--- config.mk ---
export PLATFORM = sky130hd
export DESIGN_NAME = api_frame_deframer
export DESIGN_NICKNAME = d
export VERILOG_FILES = /design/src/rtl/core/api_dfr_pkg.sv /design/src/rtl/core/api_dfr_parse.sv /design/src/rtl/core/api_frame_deframer.sv
export SDC_FILE = /design/constraint.sdc
export NUM_CORES = 1
export LEC_CHECK = 0
export BUFFER_PORTS_ARGS = -buffer_cell sky130_fd_sc_hd__clkbuf_2
export CAP_MARGIN = 20
export CELL_PAD_IN_SITES_DETAIL_PLACEMENT = 0
export CELL_PAD_IN_SITES_GLOBAL_PLACEMENT = 1
export CORE_MARGIN = 2
export CORE_UTILIZATION = 47
export DETAILED_ROUTE_END_ITERATION = 6
export GPL_ROUTABILITY_DRIVEN = 1
export PLACE_DENSITY_LB_ADDON = 0.1
export SYNTH_ARGS = -nofsm -noshare
export SYNTH_HDL_FRONTEND = slang
export SYNTH_SLANG_ARGS = --single-unit
--- constraint.sdc ---
create_clock -name i_clk -period 5.8 [get_ports i_clk]
set_clock_uncertainty 0.05 [all_clocks]
set_input_delay 0.29 -clock i_clk [delete_from_list [all_inputs] [get_ports i_clk]]
set_output_delay 0.29 -clock i_clk [all_outputs]
set_load 0.1 [all_outputs]
--- src/rtl/core/api_dfr_pkg.sv ---
// Types and constants of the frame deframer.
package api_dfr_pkg;

    localparam int BYTE_W   = 8;
    localparam int LEN_W    = 16;
    localparam int CFG_IDX_W = 1;
    localparam int CFG_DATA_W = 16;

    localparam logic [CFG_IDX_W-1:0] CFG_START_DELIM = 1'b0;
    localparam logic [CFG_IDX_W-1:0] CFG_MAX_LEN     = 1'b1;

    localparam logic [BYTE_W-1:0] START_DELIM_RST = 8'd126;
    localparam logic [LEN_W-1:0]  MAX_LEN_RST     = 16'd4096;
    localparam logic [BYTE_W-1:0] CSUM_BASE       = 8'hFF;

    typedef enum logic [1:0] {
        KIND_DATA = 2'd0,
        KIND_GOOD = 2'd1,
        KIND_BAD  = 2'd2,
        KIND_LEN  = 2'd3
    } t_kind;

    typedef struct packed {
        t_kind             kind;
        logic [BYTE_W-1:0] data_byte;
        logic [LEN_W-1:0]  byte_index;
        logic [LEN_W-1:0]  frame_length;
        logic [BYTE_W-1:0] frame_type;
    } t_result;

endpackage

--- src/rtl/core/api_dfr_parse.sv ---
// Frame parsing state machine: one received byte per accepted request.
module api_dfr_parse (
    input  logic                             i_clk,
    input  logic                             i_rst_n,
    input  logic                             i_accept,
    input  logic [api_dfr_pkg::BYTE_W-1:0]   i_rx_byte,
    input  logic [api_dfr_pkg::BYTE_W-1:0]   i_start_delim,
    input  logic [api_dfr_pkg::LEN_W-1:0]    i_max_len,
    output logic                             o_res_valid,
    output api_dfr_pkg::t_result             o_res
);

    typedef enum logic [2:0] {
        PH_HUNT   = 3'd0,
        PH_LEN_HI = 3'd1,
        PH_LEN_LO = 3'd2,
        PH_DATA   = 3'd3,
        PH_CSUM   = 3'd4
    } t_phase;

    t_phase                           r_phase, n_phase;
    logic [api_dfr_pkg::LEN_W-1:0]    r_len, n_len;
    logic [api_dfr_pkg::LEN_W-1:0]    r_count, n_count;
    logic [api_dfr_pkg::BYTE_W-1:0]   r_sum, n_sum;
    logic [api_dfr_pkg::BYTE_W-1:0]   r_type, n_type;

    logic [api_dfr_pkg::LEN_W-1:0]    w_len_full;
    logic [api_dfr_pkg::LEN_W-1:0]    w_count_inc;
    logic [api_dfr_pkg::BYTE_W-1:0]   w_expect;

    assign w_len_full  = {r_len[api_dfr_pkg::LEN_W-1:api_dfr_pkg::BYTE_W], i_rx_byte};
    assign w_count_inc = r_count + 16'd1;
    assign w_expect    = api_dfr_pkg::CSUM_BASE - r_sum;

    always_comb begin
        n_phase     = r_phase;
        n_len       = r_len;
        n_count     = r_count;
        n_sum       = r_sum;
        n_type      = r_type;
        o_res_valid = 1'b0;
        o_res       = '0;
        if (i_accept) begin
            case (r_phase)
                PH_LEN_HI: begin
                    n_len   = {i_rx_byte, 8'd0};
                    n_phase = PH_LEN_LO;
                end
                PH_LEN_LO: begin
                    n_len = w_len_full;
                    if (w_len_full == '0 || w_len_full > i_max_len) begin
                        o_res_valid        = 1'b1;
                        o_res.kind         = api_dfr_pkg::KIND_LEN;
                        o_res.frame_length = w_len_full;
                        n_phase            = PH_HUNT;
                    end else begin
                        n_count = '0;
                        n_sum   = '0;
                        n_type  = '0;
                        n_phase = PH_DATA;
                    end
                end
                PH_DATA: begin
                    if (r_count == '0) begin
                        n_type = i_rx_byte;
                    end
                    n_sum              = r_sum + i_rx_byte;
                    o_res_valid        = 1'b1;
                    o_res.kind         = api_dfr_pkg::KIND_DATA;
                    o_res.data_byte    = i_rx_byte;
                    o_res.byte_index   = r_count;
                    o_res.frame_length = r_len;
                    n_count            = w_count_inc;
                    if (w_count_inc >= r_len) begin
                        n_phase = PH_CSUM;
                    end
                end
                PH_CSUM: begin
                    o_res_valid        = 1'b1;
                    o_res.kind         = (w_expect == i_rx_byte) ? api_dfr_pkg::KIND_GOOD
                                                                 : api_dfr_pkg::KIND_BAD;
                    o_res.frame_length = r_len;
                    o_res.frame_type   = r_type;
                    n_phase            = PH_HUNT;
                end
                default: begin
                    n_phase = (i_rx_byte == i_start_delim) ? PH_LEN_HI : PH_HUNT;
                end
            endcase
        end
    end

    always_ff @(posedge i_clk) begin
        if (!i_rst_n) begin
            r_phase <= PH_HUNT;
            r_len   <= '0;
            r_count <= '0;
            r_sum   <= '0;
            r_type  <= '0;
        end else begin
            r_phase <= n_phase;
            r_len   <= n_len;
            r_count <= n_count;
            r_sum   <= n_sum;
            r_type  <= n_type;
        end
    end

endmodule

--- src/rtl/core/api_frame_deframer.sv ---
// Top level of the frame deframer: config registers, parser and output skid.
//
//  channel  | handshake           | payload
//  ---------+---------------------+-------------------------------------------
//  rx in    | i_valid / o_stall   | i_rx_byte
//  result   | o_valid / i_stall   | o_kind o_data_byte o_byte_index
//           |                     | o_frame_length o_frame_type
//  config   | i_cfg_we            | i_cfg_idx i_cfg_data
//
// One byte request is taken per cycle while o_stall is low; its result (if any)
// is registered in the output register, or in the skid entry while the output is stalled.
// The parser state machine does all work for a byte combinationally.
// A two-entry output stage (output register plus skid) lets a byte be
// accepted while a result waits; o_stall rises only when both are full.
// Reset is synchronous, active low: parser goes to delimiter hunt, config
// registers take their defaults, both output entries are emptied.
module api_frame_deframer (
    input  logic                                 i_clk,
    input  logic                                 i_rst_n,
    // received byte requests
    input  logic                                 i_valid,
    output logic                                 o_stall,
    input  logic [api_dfr_pkg::BYTE_W-1:0]       i_rx_byte,
    // result requests
    output logic                                 o_valid,
    input  logic                                 i_stall,
    output logic [1:0]                           o_kind,
    output logic [api_dfr_pkg::BYTE_W-1:0]       o_data_byte,
    output logic [api_dfr_pkg::LEN_W-1:0]        o_byte_index,
    output logic [api_dfr_pkg::LEN_W-1:0]        o_frame_length,
    output logic [api_dfr_pkg::BYTE_W-1:0]       o_frame_type,
    // configuration writes
    input  logic                                 i_cfg_we,
    input  logic [api_dfr_pkg::CFG_IDX_W-1:0]    i_cfg_idx,
    input  logic [api_dfr_pkg::CFG_DATA_W-1:0]   i_cfg_data
);

    // configuration
    logic [api_dfr_pkg::BYTE_W-1:0] r_start_delim;
    logic [api_dfr_pkg::LEN_W-1:0]  r_max_len;

    always_ff @(posedge i_clk) begin
        if (!i_rst_n) begin
            r_start_delim <= api_dfr_pkg::START_DELIM_RST;
            r_max_len     <= api_dfr_pkg::MAX_LEN_RST;
        end else if (i_cfg_we) begin
            case (i_cfg_idx)
                api_dfr_pkg::CFG_START_DELIM:
                    r_start_delim <= i_cfg_data[api_dfr_pkg::BYTE_W-1:0];
                api_dfr_pkg::CFG_MAX_LEN:
                    r_max_len <= i_cfg_data[api_dfr_pkg::LEN_W-1:0];
                default: begin
                end
            endcase
        end
    end

    // output stage: main register and skid entry
    logic                  r_out_valid;
    logic                  r_skid_valid;
    api_dfr_pkg::t_result  r_out;
    api_dfr_pkg::t_result  r_skid;

    logic                  w_in_accept;
    logic                  w_out_free;
    logic                  w_res_valid;
    api_dfr_pkg::t_result  w_res;

    // skid is only ever filled while a byte is accepted, so stall = skid full
    assign w_in_accept = i_valid && !r_skid_valid;
    assign w_out_free  = !r_out_valid || !i_stall;

    api_dfr_parse u_parse (
        .i_clk         (i_clk),
        .i_rst_n       (i_rst_n),
        .i_accept      (w_in_accept),
        .i_rx_byte     (i_rx_byte),
        .i_start_delim (r_start_delim),
        .i_max_len     (r_max_len),
        .o_res_valid   (w_res_valid),
        .o_res         (w_res)
    );

    always_ff @(posedge i_clk) begin
        if (!i_rst_n) begin
            r_out_valid  <= 1'b0;
            r_skid_valid <= 1'b0;
        end else if (w_out_free) begin
            // skid full means no byte was accepted, so no new result competes
            r_out_valid  <= r_skid_valid || w_res_valid;
            r_skid_valid <= 1'b0;
        end else if (w_res_valid) begin
            r_skid_valid <= 1'b1;
        end
    end

    // payload, no reset needed
    always_ff @(posedge i_clk) begin
        if (w_out_free) begin
            r_out <= r_skid_valid ? r_skid : w_res;
        end else if (w_res_valid) begin
            r_skid <= w_res;
        end
    end

    assign o_stall        = r_skid_valid;
    assign o_valid        = r_out_valid;
    assign o_kind         = r_out.kind;
    assign o_data_byte    = r_out.data_byte;
    assign o_byte_index   = r_out.byte_index;
    assign o_frame_length = r_out.frame_length;
    assign o_frame_type   = r_out.frame_type;

endmodule

==> summary.md <==
| Metric | Value |
|---|---|
| Clock edge transition at the registers on the reported setup and hold paths | `0.07 ns` |
| Effective utilization at floorplan | `0.480` |
| Max-slew headroom | `0.342` |
| Post-cts gate resize count | `0` |
| Tcrit/Tclk final | `0.680` |
| Top achievable clock speed | `254 MHz` |
| H-tree level count | `4` |
| Number of distinct library cell variants in the gate-level netlist after synthesis | `50` |
| FFs w/ async S/R, synth | `0` |
| Clock sink count | `177` |
| Final critical-path setup slack | `1.86 ns` |
| Unrepaired setup endpoints after global routing | `no` |
| DRC errors left | `0` |
| Antenna viol nets, final | `0` |
| Critical path required time | `5.82 ns` |
| Cells on Worst Hold Path | `3` |
| Run status | `finished clean` |
| Wire length of the first global-routing pass | `31500 um` |
| Vias in the first global route | `5856` |
| Pre-CTS setup slack | `1.83 ns` |
| Syn Inst Count | `793` |
| Total nets after synthesis | `865` |
| Count of buffers inserted at the top-level ports | `81` |
| Number of placement rows | `48` |
| Origin of the worst min-delay path | `i_cfg_data[8]` |
| Iteration count of the initial detailed-routing pass | `5` |
| Area growth from synthesis to layout | `14.5%` |
| Number of pins with negative max-slew slack in the final report | `0` |
| Sequential-to-total area share from yosys stat | `0.549` |
| Total Nets Final | `927` |
| Terminating pin of the worst hold path | `r_max_len[8]` |
| Antenna Cells | `0` |
| Arrival time at the worst endpoint | `3.96 ns` |
| Tightest Hold Check Type | `input pin to flip-flop` |
| Max cap viols | `0` |
| Final critical-path required period | `3.94 ns` |
| Routed wirelength normalized by instance count | `18.1 um` |
| Initial antenna violation count | `0` |
| Worst reg-to-reg setup slack | `1.86 ns` |
| Clock root buffer master | `sky130_fd_sc_hd__clkbuf_16` |
| Leakage power of the design | `0.00400 uW` |
| Crit Reg-Reg Startpoint | `o_stall` |
| Vias after detailed routing | `6176` |
| Register Area | `4550 um^2` |
| Overflow after GRT | `0` |
| Share of the core filled with cells in the final layout | `0.550` |
| Height of the die | `137 um` |
| Final setup vio count | `0` |
| Number of synthesized register bits | `177` |
| Total setup buffers inserted after CTS | `0` |
| Vias per inst | `5.65` |
| Average instance area after synthesis | `10.4 um^2` |
| Actual transition at the worst max-transition pin | `0.983 ns` |
| Slowest stage cell, crit path | `sky130_fd_sc_hd__nor2_1` |
| Fraction of layout instances using a drive strength above 1 | `0.146` |
| Pin count of the biggest net entering global routing | `57` |
| Placed cells | `1059` |
| Power per unit of standard cell area | `279 nW/um^2` |
| Layout filler cell count | `1578` |
| Count of cells along the worst register-to-register path | `5` |
| Leading register cell type out of synthesis | `sky130_fd_sc_hd__edfxtp_1` |
| Critical Path Max Stage Delay | `0.72 ns` |
| Crit-path leading delay family | `simple AND/OR/NAND/NOR gates` |
| Kind of critical path | `flip-flop to flip-flop` |
| Kind of start point of the critical path | `flip-flop` |
| IO Pins | `82` |
| Number of buffers added by the clock tree synthesis step | `17` |
| Hold violation total from the final report | `0` |
| Count of non-filler cells in the finished layout | `1093` |
| Accumulated negative setup slack | `0 ns` |
| Sum of routed wire length over all layers | `19800 um` |
| Total area of multi-input combinational cells | `3390 um^2` |
| Netlist Area Pre-Place | `8280 um^2` |
| Clock latency on the worst-skew pair | `0.43 ns` |
| Count of buffering cells on the critical path with inverters included | `1` |
| Maximum count of clock buffers along a single path | `2` |
| Final weighted congestion of routability-driven global placement | `0.865` |
| Total global-route track usage | `0.221` |
| Floorplan core area | `17200 um^2` |
| Kind of end point of the critical path | `flip-flop` |
| Highest fanout seen on the critical path | `38` |
| Horizontal die dimension | `137 um` |
| Cells along the critical path | `nand2b_1 -> nor2_1 -> nand3_2 -> a21oi_4 -> buf_4` |
| Maximum vdd drop | `0.000215 V` |
| Die outline area | `18700 um^2` |
| Quantity of hold-fixing buffers added after cts | `0` |
| Reg2reg end | `r_skid[18]` |
| TritonCTS clock tree | `built` |
| Count of synthesis-stage warnings from yosys | `0` |
| Iter 0 DRT Violations | `449` |
| Total half-perimeter wirelength after legalization and detailed placement | `14000 um` |
| Post-synth EDFFs | `100` |
[cells by family (layout without fill, tap and decap cells)]
kind of cell,Yosys count,after routing,share of synthesized area
fa+ha+maj,42,42,0.0644
xor+xnor,31,31,0.0328
buf+inv,93,168,0.0440
simple gates,245,245,0.141
mux,10,10,0.0121
flops,177,177,0.549
compound gates,195,195,0.157
[synth_stat cells (all sizes together), types with 2 or more instances]
library cell	instances	area (um^2)
nand4	13	87.6
and2	23	144
a21o	36	270
xnor2	16	140
nor2	43	161
inv	47	176
edfxtp	100	3000
xor2	15	131
a31oi	10	62.6
nor3b	2	15.0
clkbuf	37	139
nand2	102	383
a211oi	4	30.0
and4	2	17.5
nand3	14	75.1
o21ai	25	125
a211o	3	26.3
o211ai	4	30.0
a22oi	17	128
a32oi	8	70.1
nor4	10	68.8
nand2b	5	31.3
ha	41	513
mux2i	10	100
a32o	12	120
o22ai	17	106
buf	9	48.8
and3	3	18.8
dfxtp	77	1540
a21oi	52	272
nor3	20	100
o21a	2	15.0
nor2b	4	32.5
[flip-flops by register name (all words and copies together) (netlist names)]
name and flops:
r_skid 50, o_byte_index 16, o_frame_length 16, r_max_len 16
u_parse.r_count 16, u_parse.r_len 16, o_data_byte 8, o_frame_type 8
r_start_delim 8, u_parse.r_sum 8, u_parse.r_type 8, u_parse.r_phase 3
o_kind 2, o_stall 1, o_valid 1
[layer usage]
metal  routed length (um)  vias to the layer above  GRT usage
met3                 1140                       24     0.0322
met5                    0                        -          0
met2                 9050                      205      0.345
met4                  344                        0     0.0781
li1                     -                     2989          -
met1                 9240                     2958      0.315
[stage by stage]
stage / cell area (um^2) / hold slack, ns / total power (uW)
floorplan: 8280 / 0.364 / 1410
global placement: 8840 / 0.398 / 1440
detailed placement: 8840 / 0.400 / 1450
CTS: 9470 / 0.0156 / 2670
global route: 9480 / 0.0270 / 2730
finish: 9480 / 0.0285 / 2650
[power breakdown]
part | internal [uW] | total [uW] | switching (uW)
Clock | 740 | 1230 | 490
Combinational | 30.9 | 93.4 | 62.5
Sequential | 1320 | 1330 | 5.30
[final cells by class]
cell class                 instances  area share
inverter                          47      0.0186
timing repair buffer              89      0.0491
multi-input combinational        523       0.357
tap                              225      0.0297
clock inverter                    11      0.0187
clock buffer                      21      0.0475
sequential                       177       0.479
[worst max path at each step]
stage / start / end / slack, ns / depth (start not counted)
2_1_floorplan: o_valid / r_skid[0] / 0.26 / 2
3_3_place_gp: i_valid / r_skid[0] / 1.92 / 6
3_5_place_dp: i_valid / r_skid[0] / 1.83 / 6
4_1_cts: o_stall / r_skid[22] / 1.86 / 5
5_1_grt: o_stall / r_skid[17] / 1.54 / 5
6_report: o_stall / r_skid[18] / 1.86 / 5
[layout by cell type (no fill, tap or decap), types with 20 or more instances in the layout]
cell type	count
sky130_fd_sc_hd__nor2_1	43
sky130_fd_sc_hd__a21oi_1	50
sky130_fd_sc_hd__and2_1	23
sky130_fd_sc_hd__nor3_1	20
sky130_fd_sc_hd__a21o_1	36
sky130_fd_sc_hd__clkbuf_2	81
sky130_fd_sc_hd__o21ai_0	25
sky130_fd_sc_hd__ha_1	41
sky130_fd_sc_hd__inv_1	47
sky130_fd_sc_hd__edfxtp_1	100
sky130_fd_sc_hd__nand2_1	101
sky130_fd_sc_hd__dfxtp_1	76
[worst min-delay path, cell delays in order]
cell and delay, ns:
sky130_fd_sc_hd__clkbuf_2 0.08, sky130_fd_sc_hd__nand2_1 0.04, sky130_fd_sc_hd__a21oi_1 0.05
No activity file was read; power rests on OpenSTA's default activity.
